### src/design/fpa_pkg.sv
// Shared types and constants for the fixed-point ALU with float conversion.
// Holds the word widths, the fixed-point format and the opcode encoding.
// Depends on nothing; every other file of the block refers to it by scoped names.
package fpa_pkg;

   localparam int INT_BITS   = 15;
   localparam int FRAC_BITS  = 16;
   localparam int TOTAL_BITS = 32;
   localparam int SIGN_POS   = INT_BITS + FRAC_BITS;

   localparam int WORD_W   = 32;
   localparam int OPCODE_W = 3;

   // Single-precision float layout.
   localparam int FLT_MANT = 23;
   localparam int FLT_EXP  = 8;
   localparam logic [FLT_EXP-1:0] FLT_BIAS = 8'd127;

   typedef logic [WORD_W-1:0] word_type;

   typedef enum logic [OPCODE_W-1:0] {
      OP_NEG        = 3'd0,
      OP_ABS        = 3'd1,
      OP_ADD        = 3'd2,
      OP_MUL        = 3'd3,
      OP_FROM_FLOAT = 3'd4,
      OP_TO_FLOAT   = 3'd5
   } op_type;

endpackage

### src/design/fpa_req_if.sv
// Request channel of the fixed-point ALU: valid/ready plus opcode and operands.
// Depends on fpa_pkg for the field widths.
interface fpa_req_if;
   logic                             valid;
   logic                             ready;
   logic [fpa_pkg::OPCODE_W-1:0]     opcode;
   logic [fpa_pkg::WORD_W-1:0]       operand_a;
   logic [fpa_pkg::WORD_W-1:0]       operand_b;

   modport source (output valid, output opcode, output operand_a, output operand_b,
                   input ready);
   modport sink   (input valid, input opcode, input operand_a, input operand_b,
                   output ready);
endinterface

### src/design/fpa_rsp_if.sv
// Response channel of the fixed-point ALU: valid/ready plus result word and sign flag.
// Depends on fpa_pkg for the field widths.
interface fpa_rsp_if;
   logic                         valid;
   logic                         ready;
   logic [fpa_pkg::WORD_W-1:0]   result;
   logic                         sign_of_a;

   modport source (output valid, output result, output sign_of_a, input ready);
   modport sink   (input valid, input result, input sign_of_a, output ready);
endinterface

### src/design/fpa_arith.sv
// Fixed-point arithmetic: negate, absolute value, wrapping add and multiply.
// Purely combinational; depends on fpa_pkg for the format constants.
module fpa_arith (
   input  logic [fpa_pkg::WORD_W-1:0] operand_a,
   input  logic [fpa_pkg::WORD_W-1:0] operand_b,
   output logic [fpa_pkg::WORD_W-1:0] neg_res,
   output logic [fpa_pkg::WORD_W-1:0] abs_res,
   output logic [fpa_pkg::WORD_W-1:0] add_res,
   output logic [fpa_pkg::WORD_W-1:0] mul_res
);

   logic                             sign_a;
   logic                             sign_b;
   logic [fpa_pkg::WORD_W-1:0]       mag_b;
   logic [2*fpa_pkg::WORD_W-1:0]     product;
   logic [fpa_pkg::WORD_W-1:0]       prod_q;

   always_comb begin
      sign_a  = operand_a[fpa_pkg::SIGN_POS];
      sign_b  = operand_b[fpa_pkg::SIGN_POS];
      neg_res = ~operand_a + fpa_pkg::WORD_W'(1);
      abs_res = sign_a ? neg_res : operand_a;
      mag_b   = sign_b ? (~operand_b + fpa_pkg::WORD_W'(1)) : operand_b;
      add_res = operand_a + operand_b;
      // The most negative word keeps its bit pattern under abs, which as an
      // unsigned magnitude is exactly right for the product.
      product = (2*fpa_pkg::WORD_W)'(abs_res) * (2*fpa_pkg::WORD_W)'(mag_b);
      prod_q  = product[fpa_pkg::FRAC_BITS +: fpa_pkg::WORD_W];
      mul_res = (sign_a ^ sign_b) ? (~prod_q + fpa_pkg::WORD_W'(1)) : prod_q;
   end

endmodule

### src/design/fpa_conv.sv
// Conversions between IEEE single-precision bits and the fixed-point word.
// Purely combinational; depends on fpa_pkg for the format constants.
module fpa_conv (
   input  logic [fpa_pkg::WORD_W-1:0] operand_a,
   output logic [fpa_pkg::WORD_W-1:0] from_float_res,
   output logic [fpa_pkg::WORD_W-1:0] to_float_res
);

   logic [fpa_pkg::FLT_EXP-1:0]   f_exp;
   logic [fpa_pkg::FRAC_BITS:0]   fx_base;
   logic [fpa_pkg::FLT_EXP-1:0]   lshift;
   logic [fpa_pkg::FLT_EXP-1:0]   rshift;
   logic [fpa_pkg::WORD_W-1:0]    fx_shifted;

   logic                          sign_a;
   logic [fpa_pkg::WORD_W-1:0]    mag;
   logic [fpa_pkg::WORD_W-1:0]    norm;
   logic [4:0]                    lead_zeros;
   logic [fpa_pkg::FLT_EXP-1:0]   t_exp;

   always_comb begin
      // Float to fixed: hidden one at the binary point, mantissa truncated to
      // the fraction width, then shifted by the unbiased exponent.
      f_exp   = operand_a[fpa_pkg::FLT_MANT +: fpa_pkg::FLT_EXP];
      fx_base = {1'b1, operand_a[fpa_pkg::FLT_MANT-1 -: fpa_pkg::FRAC_BITS]};
      lshift  = f_exp - fpa_pkg::FLT_BIAS;
      rshift  = fpa_pkg::FLT_BIAS - f_exp;
      if (f_exp >= fpa_pkg::FLT_BIAS) begin
         fx_shifted = (lshift < 8'd32) ?
                      (fpa_pkg::WORD_W'(fx_base) << lshift[4:0]) : '0;
      end else begin
         fx_shifted = (rshift < 8'd32) ?
                      (fpa_pkg::WORD_W'(fx_base) >> rshift[4:0]) : '0;
      end
      from_float_res = operand_a[fpa_pkg::WORD_W-1] ?
                       (~fx_shifted + fpa_pkg::WORD_W'(1)) : fx_shifted;

      // Fixed to float: normalize the magnitude in five binary steps so the
      // leading one lands in the top bit; the bits below it form the mantissa.
      sign_a     = operand_a[fpa_pkg::SIGN_POS];
      mag        = sign_a ? (~operand_a + fpa_pkg::WORD_W'(1)) : operand_a;
      norm       = mag;
      lead_zeros = '0;
      if (norm[31:16] == '0) begin
         norm = norm << 16;
         lead_zeros[4] = 1'b1;
      end
      if (norm[31:24] == '0) begin
         norm = norm << 8;
         lead_zeros[3] = 1'b1;
      end
      if (norm[31:28] == '0) begin
         norm = norm << 4;
         lead_zeros[2] = 1'b1;
      end
      if (norm[31:30] == '0) begin
         norm = norm << 2;
         lead_zeros[1] = 1'b1;
      end
      if (!norm[31]) begin
         norm = norm << 1;
         lead_zeros[0] = 1'b1;
      end
      // Exponent is (31 - lead_zeros) - FRAC_BITS + bias, modulo 256.
      t_exp = 8'(31 - fpa_pkg::FRAC_BITS) + fpa_pkg::FLT_BIAS
              - fpa_pkg::FLT_EXP'(lead_zeros);
      if (mag == '0) begin
         to_float_res = '0;
      end else begin
         to_float_res = {sign_a, t_exp,
                         norm[fpa_pkg::WORD_W-2 -: fpa_pkg::FLT_MANT]};
      end
   end

endmodule

### src/design/fixed_point_alu_with_float_convert.sv
// Top level of the fixed-point ALU with float conversion.
// Depends on fpa_pkg, fpa_req_if, fpa_rsp_if, fpa_arith and fpa_conv.
//
//   Channel  Dir  Fields                          Handshake
//   req_ch   in   opcode, operand_a, operand_b    valid/ready
//   rsp_ch   out  result, sign_of_a               valid/ready
//
// An item is captured in the input register, passes through the arithmetic
// into the result register, and its result is offered from there until the
// result side takes it.
// One item is accepted every cycle while the result side keeps taking items.
// A stalled result holds in its register; the input register still fills, so
// two items are held before req_ch.ready drops. Synchronous reset empties both.
module fixed_point_alu_with_float_convert (
   input  logic             clock,
   input  logic             reset,
   fpa_req_if.sink          req_ch,
   fpa_rsp_if.source        rsp_ch
);

   logic                              in_valid_ff;
   logic                              in_valid_in;
   logic [fpa_pkg::OPCODE_W-1:0]      in_opcode_ff;
   logic [fpa_pkg::WORD_W-1:0]        in_a_ff;
   logic [fpa_pkg::WORD_W-1:0]        in_b_ff;

   logic                              out_valid_ff;
   logic                              out_valid_in;
   logic [fpa_pkg::WORD_W-1:0]        out_result_ff;
   logic [fpa_pkg::WORD_W-1:0]        out_result_in;
   logic                              out_sign_ff;

   logic                              advance;

   logic [fpa_pkg::WORD_W-1:0]        neg_res;
   logic [fpa_pkg::WORD_W-1:0]        abs_res;
   logic [fpa_pkg::WORD_W-1:0]        add_res;
   logic [fpa_pkg::WORD_W-1:0]        mul_res;
   logic [fpa_pkg::WORD_W-1:0]        from_float_res;
   logic [fpa_pkg::WORD_W-1:0]        to_float_res;

   fpa_arith u_arith (
      .operand_a (in_a_ff),
      .operand_b (in_b_ff),
      .neg_res   (neg_res),
      .abs_res   (abs_res),
      .add_res   (add_res),
      .mul_res   (mul_res)
   );

   fpa_conv u_conv (
      .operand_a      (in_a_ff),
      .from_float_res (from_float_res),
      .to_float_res   (to_float_res)
   );

   always_comb begin
      advance      = !out_valid_ff || rsp_ch.ready;
      req_ch.ready = !in_valid_ff || advance;
      in_valid_in  = req_ch.ready ? req_ch.valid : in_valid_ff;
      out_valid_in = advance ? in_valid_ff : out_valid_ff;

      case (fpa_pkg::op_type'(in_opcode_ff))
         fpa_pkg::OP_NEG:        out_result_in = neg_res;
         fpa_pkg::OP_ABS:        out_result_in = abs_res;
         fpa_pkg::OP_ADD:        out_result_in = add_res;
         fpa_pkg::OP_MUL:        out_result_in = mul_res;
         fpa_pkg::OP_FROM_FLOAT: out_result_in = from_float_res;
         fpa_pkg::OP_TO_FLOAT:   out_result_in = to_float_res;
         default:                out_result_in = '0;
      endcase

      rsp_ch.valid     = out_valid_ff;
      rsp_ch.result    = out_result_ff;
      rsp_ch.sign_of_a = out_sign_ff;
   end

   always_ff @(posedge clock) begin
      if (reset) begin
         in_valid_ff  <= 1'b0;
         out_valid_ff <= 1'b0;
      end else begin
         in_valid_ff  <= in_valid_in;
         out_valid_ff <= out_valid_in;
      end
   end

   always_ff @(posedge clock) begin
      if (req_ch.valid && req_ch.ready) begin
         in_opcode_ff <= req_ch.opcode;
         in_a_ff      <= req_ch.operand_a;
         in_b_ff      <= req_ch.operand_b;
      end
      if (advance && in_valid_ff) begin
         out_result_ff <= out_result_in;
         out_sign_ff   <= in_a_ff[fpa_pkg::SIGN_POS];
      end
   end

endmodule

### src/flat_wrapper.sv
// flat-port wrapper written by rule: the top's interface ports become plain ports
module fixed_point_alu_with_float_convert_flat 
  (clock, reset, req_ch_valid, req_ch_opcode, req_ch_operand_a, req_ch_operand_b, req_ch_ready, rsp_ch_valid, rsp_ch_result, rsp_ch_sign_of_a, rsp_ch_ready);
  fpa_req_if req_ch_i ();
  fpa_rsp_if rsp_ch_i ();
  input  logic clock;
  input  logic reset;
  input wire logic [$bits(req_ch_i.valid)-1:0] req_ch_valid;
  input wire logic [$bits(req_ch_i.opcode)-1:0] req_ch_opcode;
  input wire logic [$bits(req_ch_i.operand_a)-1:0] req_ch_operand_a;
  input wire logic [$bits(req_ch_i.operand_b)-1:0] req_ch_operand_b;
  output wire logic [$bits(req_ch_i.ready)-1:0] req_ch_ready;
  output wire logic [$bits(rsp_ch_i.valid)-1:0] rsp_ch_valid;
  output wire logic [$bits(rsp_ch_i.result)-1:0] rsp_ch_result;
  output wire logic [$bits(rsp_ch_i.sign_of_a)-1:0] rsp_ch_sign_of_a;
  input wire logic [$bits(rsp_ch_i.ready)-1:0] rsp_ch_ready;
  assign req_ch_i.valid = req_ch_valid;
  assign req_ch_i.opcode = req_ch_opcode;
  assign req_ch_i.operand_a = req_ch_operand_a;
  assign req_ch_i.operand_b = req_ch_operand_b;
  assign req_ch_ready = req_ch_i.ready;
  assign rsp_ch_valid = rsp_ch_i.valid;
  assign rsp_ch_result = rsp_ch_i.result;
  assign rsp_ch_sign_of_a = rsp_ch_i.sign_of_a;
  assign rsp_ch_i.ready = rsp_ch_ready;
  fixed_point_alu_with_float_convert u_core (.clock(clock), .reset(reset), .req_ch(req_ch_i), .rsp_ch(rsp_ch_i));
endmodule
### config.mk
export PLATFORM = sky130hd
export DESIGN_NAME = fixed_point_alu_with_float_convert_flat
export DESIGN_NICKNAME = d
export VERILOG_FILES = /design/src/design/fpa_pkg.sv /design/src/design/fpa_req_if.sv /design/src/design/fpa_rsp_if.sv /design/src/design/fpa_arith.sv /design/src/design/fpa_conv.sv /design/src/design/fixed_point_alu_with_float_convert.sv /design/src/flat_wrapper.sv
export SDC_FILE = /design/constraint.sdc
export NUM_CORES = 2
export LEC_CHECK = 0
export BUFFER_PORTS_ARGS = -buffer_cell sky130_fd_sc_hd__buf_2
export CAP_MARGIN = 5
export CORE_ASPECT_RATIO = 1.75
export CORE_MARGIN = 2
export CORE_UTILIZATION = 60
export DETAILED_ROUTE_END_ITERATION = 12
export GPL_TIMING_DRIVEN = 0
export PLACE_DENSITY = 0.8
export SLEW_MARGIN = 20
export SYNTH_ARGS = -nofsm -noshare
export SYNTH_HDL_FRONTEND = slang
export SYNTH_SLANG_ARGS = --single-unit
### constraint.sdc
create_clock -name clock -period 11.5 [get_ports clock]
set_input_delay 0.575 -clock clock [delete_from_list [all_inputs] [get_ports clock]]
set_output_delay 0.575 -clock clock [all_outputs]
set_load 0.1 [all_outputs]
==> results.yml, run 1 <==
status:
  status: "did not finish"
  haltStage: "global routing (5_1_grt)"
  error: "[ERROR GRT-0116] Global routing finished with congestion. Check the congestion regions in the DRC Viewer."
yosys:
  synth.distinct_cells: 113
  syn_nets: 5709
  synth.yosys.warnings: 0
  yosysSeqAreaShare: 0.0761
  syn_area_mm2: 0.0400
  syn_area_per_cell_um2: 8.61
  synth_cells: 4644
  ys_ff_latch: 102
  postSynth.asyncResetShare: 0
  synth_edf_count: 100
  ys.flop_type: "edfxtp_1"
global_route:
  grt_pass1_wl_um: 324000
  grt_max_degree: 59
  grt_pass1_vias: 44200
  track_usage: 0.664
  overflow: 91
floorplanning:
  io_pins: 106
  die_w_um: 199
  die_h_um: 346
  rows: 125
  start_util: 0.604
place:
  dp.cells: 5667
  globalplace.congestion: 1.12
  dp_hpwl_um: 153000
  io_buffers: 105
clock_network:
  cts.hold.buffers_added: 0
  cts_buffer_depth: 2
  cts-root-buf: "clkbuf_16"
  cts-buffers-inserted: 9
  cts.sinks: 102
  ctsHtreeMaxLevel: 3
synthesized netlist by cell type (14+ instances only):
master,count,share of area
nand2b_1,15,0.0023
mux2i_1,45,0.011
o21ai_1,15,0.0019
xor2_1,102,0.022
a21o_1,27,0.0051
o21ai_0,133,0.017
o31ai_1,22,0.0041
nand2_1,593,0.056
o22ai_1,31,0.0048
fa_1,779,0.39
buf_1,14,0.0013
xnor2_1,192,0.042
buf_2,27,0.0034
a221oi_1,22,0.0048
or3_1,21,0.0033
and2_1,36,0.0056
a211oi_1,29,0.0054
inv_1,814,0.076
mux4_2,29,0.016
nand3_1,65,0.0081
nor3_1,43,0.0054
o211ai_1,27,0.0051
o221ai_1,16,0.0035
ha_1,215,0.067
nor2_1,579,0.054
nor2b_1,18,0.0028
and3_1,15,0.0023
a21oi_1,98,0.012
clkbuf_1,208,0.020
o21a_1,14,0.0026
nand4_1,18,0.0028
mux2_2,16,0.0045
a31oi_1,28,0.0044
edfxtp_1,100,0.075
layer usage:
metal  GRT usage  overflow
met4       0.681        40
met3       0.445         0
met2       0.877        51
met1       0.659         0
met5      0.0922         0
metrics by stage:
stage	worst slack (ps)	TNS, ps	area [µm²]	hold WS (ps)	util
4_1_cts	-6.44	-6.44	44900	334	0.679
3_5_place_dp	-4860	-96790	42400	516	0.641
3_3_place_gp	-5540	-114670	41600	486	0.629
2_1_floorplan	701	0	40000	478	-
cells by family after synthesis:
family / synth area share
compound gates: 0.103
xor+xnor: 0.0656
mux: 0.0334
fa+ha+maj: 0.457
flops: 0.0761
simple gates: 0.162
buf+inv: 0.103
timing repair:
item,CTS
endpoints found under the setup margin,32
resized for setup,355
cloned,0
pin swaps,58
buffers inserted,84
==> inputs of run 2 (changes only) <==
- CORE_ASPECT_RATIO: 1.75 -> unset
- CORE_UTILIZATION: 60 -> 40
- PLACE_DENSITY: 0.8 -> unset
- PLACE_DENSITY_LB_ADDON: unset -> 0.15
- clock period: 11.5 -> 15 ns (I/O delays scaled with it)
==> results.yml, run 2 <==
setup_path:
  r2r-start: "u_core.in_a_ff[0]"
  critical-path-slowest-cell: "a221oi_1"
  r2r-end: "u_core.rsp_ch.result[25]"
  crit_path_max_fanout: 11
  critPathBufInv: 8
  slowest_delay_ps: 700
  crit_type: "flip-flop to flip-flop"
  worstPathRequired_ps: 15070
  r2r.worst_path.cells: 36
  cp_common_cell: "fa_1"
  crit_arrival_ps: 14590
  rrSetupSlack_ps: 480
  startpoint_type: "flip-flop"
  endpoint_kind: "flip-flop"
  crit_family: "adder cells"
global_route:
  antenna_found_initial: 5
  grt_max_degree: 50
  grt_pass1_wl_um: 248000
  overflow: 0
  track_usage: 0.335
  grt_pass1_vias: 35500
hold_path:
  holdPathEnd: "u_core.rsp_ch.valid"
  hold_path_class: "flip-flop to flip-flop"
  hp-start: "u_core.in_valid_ff"
  whs_path_depth: 2
drt:
  vias_per_cell: 5.79
  drc: 0
  ant_nets: 0
  route.vias.total: 35300
  routedWlPerCell_um: 28.0
  firstDrtPassIters: 8
  drt_iter0_drc: 3930
  routed_wl_um: 170000
clock_network:
  cts_buffer_depth: 2
  cts-buffers-inserted: 9
  cts.sinks: 102
  cts.hold.buffers_added: 0
  cts_tree: "yes"
  ctsHtreeMaxLevel: 3
  clkTransAtPathRegs_ps: 80
  insertion_delay_ps: 380
  cts-root-buf: "clkbuf_16"
yosys:
  synth_cells: 4644
  synth.yosys.warnings: 0
  ys.flop_type: "edfxtp_1"
  syn_nets: 5709
  synth.area.top_cells: "fa_1 (39%), inv_1 (7.6%), edfxtp_1 (7.5%), ha_1 (6.7%), nand2_1 (5.6%)"
  syn_area_per_cell_um2: 8.61
  synth_edf_count: 100
  synth.top_cell.area_share: 0.390
  synth_common_cells: "inv_1 (814), fa_1 (779), nand2_1 (593)"
  syn_area_mm2: 0.0400
  postSynth.asyncResetShare: 0
  synth_most_common_cell: "inv_1"
  synth.distinct_cells: 113
  ys_ff_latch: 102
  yosysSeqAreaShare: 0.0761
  synth_top_cell_by_area: "fa_1"
timing:
  final-hold-violation-count: 0
  maxSlewViolCount: 0
  post-route-period-util: 0.968
  setup_viol: 0
  relSlewSlack: 0.123
  rsz0062_at_grt: "false"
  worst_slew_pin_slew_ps: 1310
  finalClockSkew_ps: 12.6
  min_period_ps: 14520
  fmax_ghz: 0.0689
floorplanning:
  core_mm2: 0.0987
  die_w_um: 320
  die_area_mm2: 0.103
  start_util: 0.405
  rows: 115
  io_pins: 106
  die_h_um: 320
run:
  max-cap-violations: 0
cells_and_area:
  syn2layout_area_growth_pct: 8.86
  fin_area_mm2: 0.0435
  mostFrequentLayoutCells: "inv_1 (814), fa_1 (779), nand2_1 (593)"
  drive_gt1_frac: 0.0795
  fin_nets: 5865
  final_common_cell: "inv_1"
place:
  place_area_mm2: 0.0432
  io_buffers: 105
  dp_hpwl_um: 147000
  globalplace.congestion: 1.01
status:
  status: "complete, no violations"
run 2: cell counts after synthesis:
Identical to the previous run, type by type.
run 2: cells by family (layout without fill, tap and decap cells):
logic type	Yosys count	in the layout	synth area share
buffers and inverters	1076	1237	0.103
AOI/OAI and AO/OA	590	590	0.103
muxes	94	94	0.0334
xor gates and xnor gates	297	297	0.0656
and+or+nand+nor	1491	1491	0.162
DFF	102	102	0.0761
other	0	1	0
adders and majority gates	994	994	0.457
run 2: final cells by class:
class / instances / area, µm²
flip-flops and latches: 102 / 3040
inverters: 819 / 3070
repair buffers: 148 / 1090
clock inverters: 7 / 88.8
plain buffers: 254 / 1040
diodes: 1 / 2.50
well taps: 1287 / 1610
clock buffers: 9 / 225
fillers: 10000 / 55200
multi-input cells: 3466 / 33400
run 2: timing repair:
item / 4_1_cts / 5_1_grt
endpoints found under the hold margin: 0 / 0
gates resized for setup: 3 / 8
buffers inserted: 0 / 0
setup endpoints to repair: 1 / 4
pin swaps: 0 / 0
run 2: worst max-delay path by stage:
stage / from / endpoint / slack [ps] / cells after the start
floorplan: u_core.in_a_ff[0] / u_core.rsp_ch.result[29] / 4200 / 39
finish: u_core.in_a_ff[0] / u_core.rsp_ch.result[25] / 480 / 36
detailed placement: u_core.in_a_ff[0] / u_core.rsp_ch.result[25] / -280 / 38
CTS: u_core.in_a_ff[0] / u_core.rsp_ch.result[25] / 140 / 37
global placement: u_core.in_a_ff[0] / u_core.rsp_ch.result[25] / -1550 / 38
global route: u_core.in_a_ff[0] / u_core.rsp_ch.result[25] / 170 / 36
run 2: worst register-to-register path, delay by kind of cell (launching register included):
family          cells  cell delay (ps)
buf+inv             8             2440
xor+xnor            3              880
simple gates        9             3410
flops               1              400
compound gates      6             2280
fa+ha+maj          10             4780
run 2: through the flow:
step / util / hold slack, ps / TNS, ps / cells / setup slack (ps)
2_1_floorplan: - / 478 / 0 / 4644 / 4200
3_3_place_gp: 0.427 / 498 / -12130 / 6036 / -1550
3_5_place_dp: 0.437 / 514 / -283 / 6079 / -283
4_1_cts: 0.441 / 523 / 0 / 6094 / 142
5_1_grt: 0.441 / 530 / 0 / 6092 / 174
6_report: 0.441 / 528 / 0 / 6093 / 479
run 2: per-layer routing:
layer	GRT usage	share of wire	vias to the layer above
li1	-	-	15000
met1	0.451	0.40	17900
met2	0.523	0.44	1981
met3	0.0565	0.093	412
met4	0.167	0.064	2
met5	0	0.000035	-
Power of run 2 is not shown: default switching activity piles up to over one toggle a cycle in this logic, so the estimate is an artifact.
